[src/hw/rtl/tdp_pkg.sv]
`timescale 1ns / 1ps
`default_nettype none

package tdp_pkg;

  // status of the bit-serial remainder unit, seen by the sequencer
  typedef struct packed {
    logic busy;
    logic done;
    logic rem_zero;
  } rem_stat_t;

  // the two smallest primes the sequencer knows about
  localparam int unsigned FIRST_PRIME = 2;
  localparam int unsigned FIRST_ODD_DIVISOR = 3;

endpackage

`default_nettype wire

[src/hw/rtl/tdp_rem.sv]
`timescale 1ns / 1ps
`default_nettype none

module tdp_rem #(
  parameter int VALUE_BITS = 52,
  parameter int DIV_BITS   = 28
) (
  input  wire                        clk,
  input  wire                        rst_n,
  input  wire                        start,
  input  wire [VALUE_BITS-1:0]       value,
  input  wire [DIV_BITS-1:0]         divisor,
  output tdp_pkg::rem_stat_t         stat
);
  import tdp_pkg::*;

  localparam int CW = $clog2(VALUE_BITS + 1);

  logic [VALUE_BITS-1:0] shv_r, shv_nxt;
  logic [DIV_BITS-1:0]   rem_r, rem_nxt;
  logic [DIV_BITS-1:0]   div_r, div_nxt;
  logic [CW-1:0]         cnt_r, cnt_nxt;
  logic                  busy_r, busy_nxt;
  logic                  done_r, done_nxt;
  logic [DIV_BITS:0]     trial;
  logic [DIV_BITS:0]     diff;

  // restoring division, one dividend bit per cycle, msb first
  assign trial = {rem_r, shv_r[VALUE_BITS-1]};
  assign diff  = trial - {1'b0, div_r};

  always_comb begin
    shv_nxt  = shv_r;
    rem_nxt  = rem_r;
    div_nxt  = div_r;
    cnt_nxt  = cnt_r;
    busy_nxt = busy_r;
    done_nxt = 1'b0;
    if (start) begin
      shv_nxt  = value;
      rem_nxt  = '0;
      div_nxt  = divisor;
      cnt_nxt  = CW'(VALUE_BITS);
      busy_nxt = 1'b1;
    end else if (busy_r) begin
      shv_nxt = {shv_r[VALUE_BITS-2:0], 1'b0};
      // remainder stays below the divisor, so the top bit drops off
      rem_nxt = diff[DIV_BITS] ? trial[DIV_BITS-1:0] : diff[DIV_BITS-1:0];
      cnt_nxt = cnt_r - CW'(1);
      if (cnt_r == CW'(1)) begin
        busy_nxt = 1'b0;
        done_nxt = 1'b1;
      end
    end
  end

  always_ff @(posedge clk) begin
    if (!rst_n) begin
      busy_r <= 1'b0;
      done_r <= 1'b0;
      cnt_r  <= '0;
    end else begin
      busy_r <= busy_nxt;
      done_r <= done_nxt;
      cnt_r  <= cnt_nxt;
    end
    shv_r <= shv_nxt;
    rem_r <= rem_nxt;
    div_r <= div_nxt;
  end

  assign stat.busy     = busy_r;
  assign stat.done     = done_r;
  assign stat.rem_zero = (rem_r == '0);

  a_done_after_busy: assert property (@(posedge clk) disable iff (!rst_n)
    done_r |-> $past(busy_r))
    else $error("remainder done without a running division");

  a_not_both: assert property (@(posedge clk) disable iff (!rst_n)
    !(busy_r && done_r))
    else $error("remainder unit busy and done together");

  a_cnt_idle: assert property (@(posedge clk) disable iff (!rst_n)
    !busy_r |-> cnt_r == '0)
    else $error("bit counter left running while idle");

endmodule

`default_nettype wire

[config.mk]
export PLATFORM = sky130hd
export DESIGN_NAME = tdp_rem
export DESIGN_NICKNAME = d
export VERILOG_FILES = /design/src/hw/rtl/tdp_pkg.sv /design/src/hw/rtl/tdp_rem.sv
export SDC_FILE = /design/constraint.sdc
export NUM_CORES = 1
export LEC_CHECK = 0
export BUFFER_PORTS_ARGS = -buffer_cell sky130_fd_sc_hd__buf_2
export CAP_MARGIN = 25
export CORE_MARGIN = 4
export CORE_UTILIZATION = 45
export CTS_BUF_LIST = sky130_fd_sc_hd__clkbuf_8
export DETAILED_ROUTE_END_ITERATION = 8
export SLEW_MARGIN = 20
export SYNTH_ARGS = -nofsm -noshare
export SYNTH_HDL_FRONTEND = slang
export SYNTH_SLANG_ARGS = --single-unit
export TNS_END_PERCENT = 20
[constraint.sdc]
create_clock -name clk -period 4 [get_ports clk]
set_clock_uncertainty 0.2 [all_clocks]
set_input_delay 0.6 -clock clk [delete_from_list [all_inputs] [get_ports clk]]
set_output_delay 0.6 -clock clk [all_outputs]
set_load 0.05 [all_outputs]
After elaboration in Yosys (flattened, before gate mapping)

Cells that the tools add are included.

Multiplexer cells: 9
Add/subtract/negate cells: 2
Bitwise logic cells: 2
Reductions and logical operators: 4
Equality and inequality tests: 1

Operators with widths:

| operator              | count |
|---|---|
| $mux W52              | 2 |
| $sub A29 B28 Y29      | 1 |
| $logic_not A28 Y1     | 1 |
| $mux W28              | 1 |
| $mux W6               | 2 |
| $eq A6 B1 Y1 const B  | 1 |
| $sub A6 B1 Y6 const B | 1 |
| $mux W1               | 4 |
| $reduce_or A3 Y1      | 1 |
| $not A1 Y1            | 2 |
| $reduce_bool A2 Y1    | 1 |
| $reduce_or A2 Y1      | 1 |

Flip-flop bits (word level): 116
Bits of input ports: 83

Depth between registers and ports, before layout

Depth in word-level cells: 4
Gate-level depth with buffers: 13

Least setup slack after synthesis

OpenSTA, ideal clock, no wires.

Path type: reg-to-reg
Start point: reg shv_r[51]
End point: reg rem_r[23]
Period minus slack after synthesis: 2,884 ps
Data arrival time: 2,562 ps
Setup slack: 1,116 ps
Stages on the path, launching flop included: 14
Required time: 3,678 ps
Setup time: 122 ps
Buffers on the path: 1
Cell sequence: edfxtp_1 inv_1 ha_1 inv_1 fa_1 a211oi_2 o211ai_2 a21oi_2 nor3_2 nor3_2 xnor2_2 buf_6 nor3_1 a311o_1

Longest elaborated chain between the ends: 2

RTL lines:

| element                  | line          | source |
|---|---|---|
| start: declaration       | tdp_rem.sv:19 | `logic [VALUE_BITS-1:0] shv_r, shv_nxt;` |
| start signal: assignment | tdp_rem.sv:67 | `shv_r <= shv_nxt;` |
| $sub A29 B28 Y29         | tdp_rem.sv:30 | `assign diff = trial - {1'b0, div_r};` |
| $mux W28                 | tdp_rem.sv:48 | `rem_nxt = diff[DIV_BITS] ? trial[DIV_BITS-1:0] : diff[DIV_BITS-1:0];` |
| end signal: assignment   | tdp_rem.sv:68 | `rem_r <= rem_nxt;` |
| end: declaration         | tdp_rem.sv:20 | `logic [DIV_BITS-1:0] rem_r, rem_nxt;` |

No other way between the ends.
A chain may end at the register's enable or synchronous reset.

Final worst setup path

Start point: reg shv_r[51]
End point: reg rem_r[18]

Same word-level chain as after synthesis.

==> results.sh <==
export IMPL_power_per_cell_area_nw_per_um2=416.7
export IMPL_layout_drive_gt1_share=0.2801
export IMPL_portBuffers=85
export IMPL_crit_path_end_kind="flop"
export IMPL_hold_path_depth=1
export IMPL_peakVddDrop_mv=0.2941
export IMPL_final_setup_viol_count=0
export IMPL_status="completed"
export IMPL_wl_mm=13.32
export IMPL_synthMostInstantiatedCell="edfxtp_1"
export IMPL_drtIter0Drc=304
export IMPL_synth_edf_count=80
export IMPL_crit_fanout=22
export IMPL_ys_seq_area_frac=0.4908
export IMPL_core_area_um2=13880
export IMPL_cp_start_kind="flop"
export IMPL_ant_nets=0
export IMPL_ys_warn_count=0
export IMPL_dr_pass1_iters=4
export IMPL_yosys_area_top_type="edfxtp_1"
export IMPL_synth_ff_type="edfxtp_1"
export IMPL_grt_max_degree=51
export IMPL_fill_cells=1272
export IMPL_cts_tree="built"
export IMPL_first_global_vias=4603
export IMPL_start_util=0.4584
export IMPL_critPathRequiredTime_ns=4.09
export IMPL_syn_num_nets=680
export IMPL_globalRouteTotalUtil=0.1722
export IMPL_io_pins=86
export IMPL_path_clk_slew_ns=0.08
export IMPL_routabilityCongestion=0.8794
export IMPL_finalCritPeriodShare=0.8677
export IMPL_min_path_type="input pin to flop"
export IMPL_routedWlPerCell_um=15.78
export IMPL_hold_viol=0
export IMPL_p_sw_frac=0.2788
export IMPL_grt_pass1_wl_mm=22.12
export IMPL_leakage_nw=2.935
export IMPL_synth_seq_cells=116
export IMPL_nNetsFinal=765
export IMPL_syn_avg_cell_area_um2=11.24
export IMPL_final_cell_count_no_fill=844
export IMPL_numCtsBuffers=17
export IMPL_post_synth_top_area_fraction=0.3775
export IMPL_slew_viol_final=0
export IMPL_antenna_found_initial=0
export IMPL_fp_dieH_um=126.9
export IMPL_power_share_combinational=0.196
export IMPL_cts_max_level=4
export IMPL_insertion_delay_ns=0.44
export IMPL_rsz0062_at_grt="false"
export IMPL_worst_pin_slew_ns=0.9120
export IMPL_hold_buffers=0
export IMPL_reg2reg_slack_ns=0.53
export IMPL_clock_sinks=116
export IMPL_root_buffer="clkbuf_8"
export IMPL_hpwl_mm=9.604
export IMPL_synth_cells=566
export IMPL_r2r_cells=13
export IMPL_slew_headroom=0.3920
export IMPL_cts_setup_buffers=0
export IMPL_ctsResizeCount=0
export IMPL_place_ws_ns=0.5128
export IMPL_switchingPower_w=0.0008447
export IMPL_yosys_top_cells_area="edfxtp_1, dfxtp_1, mux2_2, ha_1, mux2i_1"
export IMPL_ys_top_cells_by_count="edfxtp_1, mux2_2, inv_1, nor2_1, dfxtp_1"
export IMPL_vias_per_cell=5.368
export IMPL_async_flop_share=0
export IMPL_clockBufferDepth=2
export IMPL_syn_cell_area_um2=6364
export IMPL_antenna_cells=0
export IMPL_layout_setup_ws_ns=0.5291
export IMPL_num_rows=43
export IMPL_numPlacedInstances=812
export IMPL_seqPwrFrac=0.481
export IMPL_crit_arrival_ns=3.56
export IMPL_cap_violations=0
export IMPL_area_growth_pct=14.25
export IMPL_grt_overflow_total=0
export IMPL_floorplan_die_area_um2=16110
export IMPL_drc_errors=0
export IMPL_clkPwrFrac=0.323
export IMPL_fmax_mhz=288.1
export IMPL_ys_types=61
export IMPL_intPower_w=0.002185
export IMPL_post_route_min_period_ns=3.471
export IMPL_die_w_um=126.9
export IMPL_crit_type="flop to flop"
export IMPL_routed_via_count=4531
export IMPL_tns_ns=0
-- layout by cell type (no fill, tap or decap), drive strengths merged, types with 4 or more instances in the layout --
cell type / count
a21oi: 35
inv: 48
nor2: 37
ha: 30
buf: 90
o211ai: 6
edfxtp: 80
mux2: 51
mux2i: 23
a21o: 7
nor4: 10
nand2: 35
a31oi: 5
nand4: 6
nand3: 8
a211oi: 24
clkbuf: 19
dfxtp: 36
o21ai: 26
nor3: 13
xnor2: 16
o21bai: 6
xor2: 11
clkinv: 4
-- metal layers --
metal,wire [um],global-route usage
met5,0,0
met4,183,0.05804
met3,905,0.06568
met2,6253,0.2733
met1,5973,0.2166
-- worst max-delay path, cell delays in order (launching register included) --
cell      delay (ns)
edfxtp_1        0.40
inv_1           0.07
ha_1            0.15
inv_1           0.05
fa_1            0.42
a211oi_2        0.26
o211ai_2        0.15
a21oi_2         0.29
nor3_2          0.08
nor3_2          0.26
xnor2_4         0.39
buf_12          0.24
mux2i_1         0.24
a211oi_1        0.10
-- layout make-up --
type / instances / area [um^2] / share of cell area
clock buffer: 19 / 261.5 / 0.03597
clock inverter: 13 / 96.34 / 0.01325
inverter: 40 / 150.1 / 0.02065
multi-input combinational: 386 / 2924 / 0.4022
sequential: 116 / 3123 / 0.4295
tap: 180 / 225.2 / 0.03098
timing repair buffer: 90 / 490.5 / 0.06746
-- power groups by stage --
stage | clock network, W | registers, W | logic [W]
6_report | 0.000978 | 0.00146 | 0.000594
4_1_cts | 0.00102 | 0.00146 | 0.000598
3_3_place_gp | 0 | 0.00148 | 0.000584
2_1_floorplan | 0 | 0.00146 | 0.000460
5_1_grt | 0.00108 | 0.00147 | 0.000666
3_5_place_dp | 0 | 0.00148 | 0.000595
-- sequential cells by signal, indices dropped and copies added (netlist names) --
name	flops
shv_r	52
done_r	1
busy_r	1
div_r	28
cnt_r	6
rem_r	28
-- stage by stage --
step                instance area (um^2)  power [W]  hold slack (ns)  utilization
floorplan                           6364   0.001925           0.2681            -
global placement                    6913   0.002065           0.2859       0.4980
detailed placement                  6913   0.002079           0.2947       0.4980
CTS                                 7271   0.003073          0.09019       0.5238
global route                        7271   0.003211          0.09573       0.5238
finish                              7271   0.003030           0.1247       0.5238
-- path summary, 6_finish.rpt --
path / from / to
setup / recovery: shv_r[51] / rem_r[18]
setup reg to reg: shv_r[51] / rem_r[18]
hold reg to reg: cnt_r[1] / cnt_r[1]
hold / removal: divisor[24] / div_r[24]
-- cell families (layout without fill, tap and decap cells) --
logic type	Yosys count	after routing	share of synthesized area
mux	74	74	0.1264
compound gates	127	127	0.1345
flops	116	116	0.4908
fa+ha+maj	31	31	0.06213
xor+xnor	27	27	0.03834
simple gates	127	127	0.09635
buf+inv	64	162	0.05151
Note: power is estimated with default switching activity, not from simulation.
